**config.mk**
```make
export PLATFORM = sky130hd
export DESIGN_NAME = address_range_registry_core_flat
export DESIGN_NICKNAME = d
export VERILOG_FILES = /design/src/rtl/core/arr_pkg.sv /design/src/rtl/core/arr_if.sv /design/src/rtl/core/arr_cell.sv /design/src/rtl/core/address_range_registry_core.sv /design/src/flat_wrapper.sv
export SDC_FILE = /design/constraint.sdc
export NUM_CORES = 2
export LEC_CHECK = 0
export ABC_CLOCK_PERIOD_IN_PS = 15100
export CAP_MARGIN = 10
export CELL_PAD_IN_SITES_DETAIL_PLACEMENT = 2
export CELL_PAD_IN_SITES_GLOBAL_PLACEMENT = 2
export CORE_ASPECT_RATIO = 1.1
export CORE_UTILIZATION = 30
export DETAILED_ROUTE_END_ITERATION = 10
export DONT_BUFFER_PORTS = 1
export PLACE_DENSITY_LB_ADDON = 0.1
export SLEW_MARGIN = 20
export SYNTH_ARGS = -nofsm -noshare
export SYNTH_HDL_FRONTEND = slang
export SYNTH_SLANG_ARGS = --single-unit
```
**constraint.sdc**
```tcl
create_clock -name i_clk -period 15.1 [get_ports i_clk]
set_clock_uncertainty 0.05 [all_clocks]
set_input_delay 0.755 -clock i_clk [delete_from_list [all_inputs] [get_ports i_clk]]
set_output_delay 0.755 -clock i_clk [all_outputs]
set_load 0.05 [all_outputs]
```
**src/rtl/core/arr_pkg.sv**
```systemverilog
// Shared types and constants for the address range registry.
// Used by arr_if, arr_cell and address_range_registry_core; no dependencies.
package arr_pkg;

    localparam int TABLE_DEPTH = 16;
    localparam int IDX_W       = (TABLE_DEPTH > 1) ? $clog2(TABLE_DEPTH) : 1;
    localparam int CNT_W       = $clog2(TABLE_DEPTH + 1);
    localparam int ADDR_W      = 32;
    localparam int HANDLE_W    = 32;
    localparam int CMD_W       = 2;
    localparam int STATUS_W    = 2;

    typedef enum logic [CMD_W-1:0] {
        CMD_CREATE = 2'd0,
        CMD_LOOKUP = 2'd1,
        CMD_REMOVE = 2'd2,
        CMD_NOP    = 2'd3
    } t_cmd;

    typedef enum logic [STATUS_W-1:0] {
        ST_OK        = 2'd0,
        ST_OVERLAP   = 2'd1,
        ST_NOT_FOUND = 2'd2,
        ST_FULL      = 2'd3
    } t_status;

    typedef enum logic [1:0] {
        S_IDLE,
        S_CMP,
        S_APPLY
    } t_state;

    typedef struct packed {
        logic [ADDR_W-1:0]   low;
        logic [ADDR_W-1:0]   high;
        logic [HANDLE_W-1:0] handle;
    } t_entry;

    // Probe broadcast to every cell; a lookup uses low == high == address.
    typedef struct packed {
        logic [ADDR_W-1:0]   low;
        logic [ADDR_W-1:0]   high;
        logic [HANDLE_W-1:0] handle;
    } t_probe;

    typedef struct packed {
        logic load;   // take the new entry
        logic shift;  // take the upper neighbor's entry
    } t_cell_ctl;

endpackage

```
**src/rtl/core/arr_if.sv**
```systemverilog
// Valid/ready channel interfaces for the address range registry.
// Depends on arr_pkg for field widths.
interface arr_in_if;
    logic                           valid;
    logic                           ready;
    logic [arr_pkg::CMD_W-1:0]      command;
    logic [arr_pkg::ADDR_W-1:0]     range_start;
    logic [arr_pkg::ADDR_W-1:0]     range_end;
    logic [arr_pkg::ADDR_W-1:0]     lookup_address;
    logic [arr_pkg::HANDLE_W-1:0]   entry_handle;

    modport source (output valid, command, range_start, range_end, lookup_address,
                    entry_handle, input ready);
    modport sink   (input valid, command, range_start, range_end, lookup_address,
                    entry_handle, output ready);
endinterface

interface arr_out_if;
    logic                           valid;
    logic                           ready;
    logic [arr_pkg::STATUS_W-1:0]   status;
    logic [arr_pkg::HANDLE_W-1:0]   found_handle;

    modport source (output valid, status, found_handle, input ready);
    modport sink   (input valid, status, found_handle, output ready);
endinterface

```
**src/rtl/core/arr_cell.sv**
```systemverilog
// One table slot: holds a range and its handle, compares against the probe.
// Depends on arr_pkg. Entries shift down toward slot zero on remove.
module arr_cell (
    input  logic               i_clk,
    input  arr_pkg::t_cell_ctl i_ctl,
    input  arr_pkg::t_entry    i_new,
    input  arr_pkg::t_entry    i_next,
    input  arr_pkg::t_probe    i_probe,
    output arr_pkg::t_entry    o_entry,
    output logic               o_rng_hit,
    output logic               o_hnd_hit
);

    arr_pkg::t_entry r_entry;
    logic            r_rng_hit;
    logic            r_hnd_hit;

    always_ff @(posedge i_clk) begin
        if (i_ctl.load) begin
            r_entry <= i_new;
        end else if (i_ctl.shift) begin
            r_entry <= i_next;
        end
    end

    // Inclusive overlap; a single address is the range [addr, addr].
    always_ff @(posedge i_clk) begin
        r_rng_hit <= (i_probe.high >= r_entry.low) && (i_probe.low <= r_entry.high);
        r_hnd_hit <= (i_probe.handle == r_entry.handle);
    end

    assign o_entry   = r_entry;
    assign o_rng_hit = r_rng_hit;
    assign o_hnd_hit = r_hnd_hit;

endmodule

```
**src/rtl/core/address_range_registry_core.sv**
```systemverilog
// Top level of the address range registry: command sequencer plus a chain of arr_cell.
// Depends on arr_pkg, arr_if (arr_in_if, arr_out_if) and arr_cell.
//
//  channel  | dir | payload                                              | transfer
//  ---------+-----+------------------------------------------------------+-------------------
//  i_cmd    | in  | command, range_start, range_end, lookup_address,     | valid && ready
//           |     | entry_handle                                         |
//  o_rsp    | out | status, found_handle                                 | valid && ready
//
// Each command passes a compare state (S_CMP), where all cells compare the probe and
// register their hits, and an update state (S_APPLY), where the first hit is picked and the
// table updated. A new command is taken in the update state when the output is free.
// The result sits in an output register; a stalled result holds the next update cycle.
// Synchronous active-low reset empties the table (count only) and clears all valids.
module address_range_registry_core (
    input  logic       i_clk,
    input  logic       i_rst_n,
    arr_in_if.sink     i_cmd,
    arr_out_if.source  o_rsp
);

    localparam int DEPTH = arr_pkg::TABLE_DEPTH;
    localparam int CNT_W = arr_pkg::CNT_W;

    arr_pkg::t_state  r_state, n_state;
    arr_pkg::t_cmd    r_cmd;
    arr_pkg::t_probe  r_probe;
    logic [CNT_W-1:0] r_count, n_count;

    logic                          r_out_valid;
    arr_pkg::t_status              r_status, n_status;
    logic [arr_pkg::HANDLE_W-1:0]  r_found, n_found;

    logic in_fire, out_free, apply_fire;
    logic do_load, do_shift;

    arr_pkg::t_entry    w_entry [DEPTH];
    arr_pkg::t_cell_ctl w_ctl   [DEPTH];
    logic [DEPTH-1:0]   w_rng_hit, w_hnd_hit, occ;
    logic [DEPTH-1:0]   rng_m, hnd_m, rng_first, hnd_first, shift_mask;
    logic [arr_pkg::HANDLE_W-1:0] sel_handle;

    arr_pkg::t_entry new_entry;

    // ---------------- handshake and sequencing ----------------
    assign out_free    = !r_out_valid || o_rsp.ready;
    assign i_cmd.ready = (r_state == arr_pkg::S_IDLE) ||
                         ((r_state == arr_pkg::S_APPLY) && out_free);
    assign in_fire     = i_cmd.valid && i_cmd.ready;
    assign apply_fire  = (r_state == arr_pkg::S_APPLY) && out_free;

    always_ff @(posedge i_clk) begin
        if (!i_rst_n) begin
            r_state <= arr_pkg::S_IDLE;
        end else begin
            r_state <= n_state;
        end
    end

    always_comb begin
        n_state = r_state;
        unique case (r_state)
            arr_pkg::S_IDLE: begin
                if (in_fire) n_state = arr_pkg::S_CMP;
            end
            arr_pkg::S_CMP: begin
                n_state = arr_pkg::S_APPLY;
            end
            arr_pkg::S_APPLY: begin
                if (out_free) n_state = in_fire ? arr_pkg::S_CMP : arr_pkg::S_IDLE;
            end
            default: n_state = arr_pkg::S_IDLE;
        endcase
    end

    // Capture the command; create ranges are normalized here.
    always_ff @(posedge i_clk) begin
        if (in_fire) begin
            r_cmd          <= arr_pkg::t_cmd'(i_cmd.command);
            r_probe.handle <= i_cmd.entry_handle;
            if (arr_pkg::t_cmd'(i_cmd.command) == arr_pkg::CMD_CREATE) begin
                if (i_cmd.range_start < i_cmd.range_end) begin
                    r_probe.low  <= i_cmd.range_start;
                    r_probe.high <= i_cmd.range_end;
                end else begin
                    r_probe.low  <= i_cmd.range_end;
                    r_probe.high <= i_cmd.range_start;
                end
            end else begin
                r_probe.low  <= i_cmd.lookup_address;
                r_probe.high <= i_cmd.lookup_address;
            end
        end
    end

    // ---------------- cell chain ----------------
    assign new_entry.low    = r_probe.low;
    assign new_entry.high   = r_probe.high;
    assign new_entry.handle = r_probe.handle;

    for (genvar g = 0; g < DEPTH; g++) begin : g_cell
        assign occ[g]         = (CNT_W'(g) < r_count);
        assign w_ctl[g].load  = do_load && (r_count == CNT_W'(g));
        assign w_ctl[g].shift = do_shift && shift_mask[g];

        if (g == DEPTH - 1) begin : g_last
            arr_cell u_cell (
                .i_clk    (i_clk),
                .i_ctl    (w_ctl[g]),
                .i_new    (new_entry),
                .i_next   (w_entry[g]),
                .i_probe  (r_probe),
                .o_entry  (w_entry[g]),
                .o_rng_hit(w_rng_hit[g]),
                .o_hnd_hit(w_hnd_hit[g])
            );
        end else begin : g_mid
            arr_cell u_cell (
                .i_clk    (i_clk),
                .i_ctl    (w_ctl[g]),
                .i_new    (new_entry),
                .i_next   (w_entry[g+1]),
                .i_probe  (r_probe),
                .o_entry  (w_entry[g]),
                .o_rng_hit(w_rng_hit[g]),
                .o_hnd_hit(w_hnd_hit[g])
            );
        end
    end

    // ---------------- first-hit selection ----------------
    assign rng_m      = w_rng_hit & occ;
    assign hnd_m      = w_hnd_hit & occ;
    assign rng_first  = rng_m & (~rng_m + DEPTH'(1));
    assign hnd_first  = hnd_m & (~hnd_m + DEPTH'(1));
    // Slots at and above the removed one take their upper neighbor.
    assign shift_mask = ~(hnd_first - DEPTH'(1));

    always_comb begin
        sel_handle = '0;
        for (int k = 0; k < DEPTH; k++) begin
            sel_handle = sel_handle | (w_entry[k].handle & {arr_pkg::HANDLE_W{rng_first[k]}});
        end
    end

    // ---------------- apply ----------------
    always_comb begin
        n_status = arr_pkg::ST_OK;
        n_found  = '0;
        n_count  = r_count;
        do_load  = 1'b0;
        do_shift = 1'b0;
        unique case (r_cmd)
            arr_pkg::CMD_CREATE: begin
                if (|rng_m) begin
                    n_status = arr_pkg::ST_OVERLAP;
                end else if (r_count == CNT_W'(DEPTH)) begin
                    n_status = arr_pkg::ST_FULL;
                end else begin
                    do_load = apply_fire;
                    n_count = r_count + CNT_W'(1);
                end
            end
            arr_pkg::CMD_LOOKUP: begin
                if (|rng_m) begin
                    n_found = sel_handle;
                end else begin
                    n_status = arr_pkg::ST_NOT_FOUND;
                end
            end
            arr_pkg::CMD_REMOVE: begin
                if (|hnd_m) begin
                    do_shift = apply_fire;
                    n_count  = r_count - CNT_W'(1);
                end else begin
                    n_status = arr_pkg::ST_NOT_FOUND;
                end
            end
            arr_pkg::CMD_NOP: begin
                n_status = arr_pkg::ST_OK;
            end
            default: n_status = arr_pkg::ST_OK;
        endcase
    end

    always_ff @(posedge i_clk) begin
        if (!i_rst_n) begin
            r_count     <= '0;
            r_out_valid <= 1'b0;
        end else begin
            if (apply_fire) begin
                r_count     <= n_count;
                r_out_valid <= 1'b1;
            end else if (o_rsp.ready) begin
                r_out_valid <= 1'b0;
            end
        end
    end

    always_ff @(posedge i_clk) begin
        if (apply_fire) begin
            r_status <= n_status;
            r_found  <= n_found;
        end
    end

    assign o_rsp.valid        = r_out_valid;
    assign o_rsp.status       = r_status;
    assign o_rsp.found_handle = r_found;

    // ---------------- assertions ----------------
    a_count_bound: assert property (@(posedge i_clk) disable iff (!i_rst_n)
        r_count <= CNT_W'(DEPTH))
        else $error("entry count beyond table depth");

    a_count_on_apply: assert property (@(posedge i_clk) disable iff (!i_rst_n)
        !$stable(r_count) |-> $past(r_state == arr_pkg::S_APPLY))
        else $error("entry count changed outside the update cycle");

    a_rsp_after_apply: assert property (@(posedge i_clk) disable iff (!i_rst_n)
        $rose(r_out_valid) |-> $past(r_state == arr_pkg::S_APPLY))
        else $error("response raised without an update cycle");

    a_full_holds: assert property (@(posedge i_clk) disable iff (!i_rst_n)
        (r_out_valid && (r_status == arr_pkg::ST_FULL)) |-> (r_count == CNT_W'(DEPTH)))
        else $error("full status pending while table not full");

    a_found_ok: assert property (@(posedge i_clk) disable iff (!i_rst_n)
        (r_out_valid && (r_found != '0)) |-> (r_status == arr_pkg::ST_OK))
        else $error("nonzero handle with failing status");

endmodule

```
**src/flat_wrapper.sv**
```systemverilog
// flat-port wrapper written by rule: the top's interface ports become plain ports
module address_range_registry_core_flat 
  (i_clk, i_rst_n, i_cmd_valid, i_cmd_command, i_cmd_range_start, i_cmd_range_end, i_cmd_lookup_address, i_cmd_entry_handle, i_cmd_ready, o_rsp_valid, o_rsp_status, o_rsp_found_handle, o_rsp_ready);
  arr_in_if i_cmd_i ();
  arr_out_if o_rsp_i ();
  input  logic i_clk;
  input  logic i_rst_n;
  input wire logic [$bits(i_cmd_i.valid)-1:0] i_cmd_valid;
  input wire logic [$bits(i_cmd_i.command)-1:0] i_cmd_command;
  input wire logic [$bits(i_cmd_i.range_start)-1:0] i_cmd_range_start;
  input wire logic [$bits(i_cmd_i.range_end)-1:0] i_cmd_range_end;
  input wire logic [$bits(i_cmd_i.lookup_address)-1:0] i_cmd_lookup_address;
  input wire logic [$bits(i_cmd_i.entry_handle)-1:0] i_cmd_entry_handle;
  output wire logic [$bits(i_cmd_i.ready)-1:0] i_cmd_ready;
  output wire logic [$bits(o_rsp_i.valid)-1:0] o_rsp_valid;
  output wire logic [$bits(o_rsp_i.status)-1:0] o_rsp_status;
  output wire logic [$bits(o_rsp_i.found_handle)-1:0] o_rsp_found_handle;
  input wire logic [$bits(o_rsp_i.ready)-1:0] o_rsp_ready;
  assign i_cmd_i.valid = i_cmd_valid;
  assign i_cmd_i.command = i_cmd_command;
  assign i_cmd_i.range_start = i_cmd_range_start;
  assign i_cmd_i.range_end = i_cmd_range_end;
  assign i_cmd_i.lookup_address = i_cmd_lookup_address;
  assign i_cmd_i.entry_handle = i_cmd_entry_handle;
  assign i_cmd_ready = i_cmd_i.ready;
  assign o_rsp_valid = o_rsp_i.valid;
  assign o_rsp_status = o_rsp_i.status;
  assign o_rsp_found_handle = o_rsp_i.found_handle;
  assign o_rsp_i.ready = o_rsp_ready;
  address_range_registry_core u_core (.i_clk(i_clk), .i_rst_n(i_rst_n), .i_cmd(i_cmd_i), .o_rsp(o_rsp_i));
endmodule
```
==> key figures <==
Final layout
  – Cell area after layout: 118900 sq um
  – Fraction of layout cells with a size suffix above 1: 22.22%
  – Layout area overhead: 12.61%
  – Most common cell after layout, fill and taps aside: edfxtp_1
  – Post-layout util: between 30% and 40%
  – Commonest cells after routing, fill and taps aside: 1668 x edfxtp_1, 1386 x mux2_2, 1060 x ha_1, 1053 x inv_1, 512 x xor2_1
  – Filler instances: roughly 36000
  – Post-layout nets: 9927

Floorplan
  – Starting Density: 30.13%
  – Top-level I/O count: 170
  – Die area: 354200 sq um
  – Core area: 350300 sq um
  – Num rows: 228
  – Die Span Y: 624.1 microns
  – Die width: 567.5 microns

Worst setup path
  – Worst Path Arrival: 6.78 ns
  – Worst-path fanout max: 53
  – Cell mode on critical path: buf_4
  – WP data required: between 15 and 20 ns
  – Startpoint Class: flop
  – Worst Setup SP: u_core.r_count[0]$_SDFFE_PN0P_
  – Worst path slowest cell: or4_1
  – CP max stage delay: 1.00 ns
  – Number of buffer and inverter stages on the critical path: 3
  – FF-to-FF Start: u_core.r_count[0]$_SDFFE_PN0P_
  – FF-to-FF path depth: 10
  – CP endpoint kind: flop
  – Crit Path Category: flop to flop
  – Family with the most delay on the worst path: simple AND/OR/NAND/NOR gates
  – Reg-to-Reg End: u_core.g_cell[15].g_last.u_cell.o_entry[51]$_DFFE_PP_
  – CP Cell Sequence: ha_1 -> o21bai_1 -> a21oi_1 -> or4_1 -> nor4_4 -> buf_4 -> nand3_1 -> nor4_2 -> buf_4 -> buf_4
  – Worst R2R Setup Slack: 8.76 ns

STA
  – Final Hold Vio Count: 0
  – Max_slew headroom: approximately 7%
  – Final min period: 6.343 ns
  – Unrepaired setup endpoints after global routing: no
  – Setup TNS: 0 ns
  – Max-slew violations: 0
  – Actual slew at the worst max-slew pin: about 1.4 ns
  – Fmax: 157.6 MHz
  – Tcrit/Tclk final: 42.01%
  – # setup viols final: 0

Placed design
  – Gpl congestion: 0.8689
  – DP Area: about 110000 sq um
  – PortBufs: 0
  – HPWL after detailed placement: 274.3 mm

Clock network
  – Clock Tree Buf Depth: 4
  – CTS Sinks: approximately 1700
  – Setup Fix Bufs, Post-CTS: 0
  – Clk root buf: clkbuf_16
  – PostCTS Resize Cnt: 0
  – H-tree levels: 4
  – CTS buffer count: 211
  – Clock slew at reported path FFs: 0.06 ns
  – CTS tree: done
  – Skew-Pair Late Insertion Delay: 0.91 ns

Yosys
  – Post-Synthesis Cell Area: 105500 sq um
  – Post-Syn Instances: 8673
  – Syn. warnings: 0
  – EDFF count, synth: 1668
  – Syn_nets: about 9900
  – Mean post-synth cell area: 12.17 sq um
  – Sequential element share of the synthesized area: between 40% and 50%
  – Yosys reg bits: between 1500 and 2000
  – Distinct cells, synth: 79
  – Ys async rst share: 0%
  – Leading register cell type out of synthesis: edfxtp_1

Drt
  – DRT iter0 DRCs: between 4000 and 5000
  – TritonRoute pass-1 iters: 7
  – Routed WL per cell: 27.16 microns
  – Post-Route WL: 366.9 mm
  – Via/cell ratio: 5.163
  – # DRC: 0
  – Via Count: 69750
  – Routed Antenna Nets: 0

Global route
  – Global route total overflow: 0
  – Initial antenna violation count: 12
  – Vias in the first global route: 77760
  – First-pass GRT wire length: between 500 and 600 mm
  – GRT Total Usage: 20.33%
  – Largest net degree at the start of global routing: 97

Hold path
  – Hold path cells: 2
  – WHS Endpoint: u_core.new_entry[34]$_DFFE_PP_
  – Hold Path Class: input port to flop
  – HP Start: i_cmd_lookup_address[2]

Pwr
  – Power Dens Cells: 94.58 nW/um^2
  – VDD IR max: 0.00009047 V
  – Lkg Pwr: between 40 and 50 nW
  – Total power: 11.24 mW

Run
  – Max_cap viols: 0

Run status
  – Outcome: complete, no violations
==> synthesized netlist by cell type (52+ instances only) <==
library cell	count	area share, %
nand4_1	222	1.3
a22o_1	97	0.80
a21oi_1	380	1.8
buf_1	140	0.50
nor4_1	174	1.0
nor2_1	223	0.79
clkbuf_1	254	0.90
nand2_1	194	0.69
nor2b_1	52	0.31
ha_1	1060	13
a211oi_1	65	0.46
nor3_1	61	0.29
nand3_1	84	0.40
inv_1	1055	3.8
mux2i_1	66	0.63
a222oi_1	55	0.52
xor2_1	512	4.2
a21o_1	138	0.98
edfxtp_1	1668	47
o21ai_0	252	1.2
mux2_2	1386	15
==> sequential cells by signal (all words and copies together) (netlist names), 2 cells and up <==
name / flops
u_core.r_state: 2
u_core.r_cmd: 2
u_core.new_entry: 96
u_core.g_cell.g_mid.u_cell.o_hnd_hit: 15
u_core.g_cell.g_mid.u_cell.o_rng_hit: 15
u_core.g_cell.g_last.u_cell.o_entry: 96
u_core.g_cell.g_mid.u_cell.o_entry: 1440
u_core.o_rsp.status: 2
u_core.o_rsp.found_handle: 32
u_core.r_count: 5
==> layer usage <==
metal,track usage (%),wire [microns],up-vias
li1,-,-,32550
met5,0,0,-
met4,6.644,12420,0
met1,29.66,183800,35560
met2,31.09,157700,1190
met3,2.375,12990,452
==> kinds of logic after synthesis <==
| family | Yosys count | synth area share [%] |
|---|---|---|
| DFF | 1708 | 48.22 |
| and+or+nand+nor | 1126 | 5.702 |
| AOI/OAI and AO/OA | 1321 | 8.320 |
| xor gates and xnor gates | 513 | 4.257 |
| adders and majority gates | 1060 | 12.57 |
| muxes | 1476 | 15.67 |
| buffers and inverters | 1469 | 5.271 |
==> worst max path at each step <==
stage	slack, ns	end	depth (start not counted)
3_3_place_gp	8.91	u_core.g_cell[15].g_last.u_cell.o_entry[50]$_DFFE_PP_	11
5_1_grt	8.52	u_core.g_cell[15].g_last.u_cell.o_entry[51]$_DFFE_PP_	10
3_5_place_dp	8.76	u_core.g_cell[15].g_last.u_cell.o_entry[48]$_DFFE_PP_	10
2_1_floorplan	2.37	u_core.g_cell[15].g_last.u_cell.o_entry[0]$_DFFE_PP_	12
4_1_cts	8.73	u_core.g_cell[15].g_last.u_cell.o_entry[50]$_DFFE_PP_	10
6_report	8.76	u_core.g_cell[15].g_last.u_cell.o_entry[51]$_DFFE_PP_	10
==> per-stage QoR <==
| step | instances | hold WS (ns) | worst slack (ns) |
|---|---|---|---|
| final | 13510 | 0.08037 | 8.757 |
| after global routing | 13490 | 0.03966 | 8.521 |
| after CTS | 13490 | 0.005660 | 8.732 |
| after detailed placement | 13080 | 0.4294 | 8.757 |
| after global placement | 13080 | 0.4072 | 8.912 |
| after floorplan | 8673 | 0.3744 | 2.369 |
==> power by group <==
group,total (mW),switching [mW],internal (mW)
Clock,5.06,2.11,2.95
Combinational,0.977,0.676,0.301
Sequential,5.21,0.0396,5.17
==> final cells by class <==
| cell class | count | area, sq um | area share, % |
|---|---|---|---|
| clock buffer | 260 | 5588 | 4.701 |
| timing repair buffer | 261 | 2087 | 1.756 |
| antenna | 18 | 45.04 | 0.03790 |
| multi-input combinational | 5496 | 49430 | 41.59 |
| clock inverter | 112 | 1102 | 0.9274 |
| sequential | 1708 | 50890 | 42.81 |
| inverter | 1055 | 3960 | 3.332 |
| tap | 4600 | 5756 | 4.842 |
==> timing repair <==
action,CTS,global route
setup endpoints to repair,0,0
endpoints found under the hold margin,42,0
hold buffers,36,0
(Power assumes the default switching activity.)
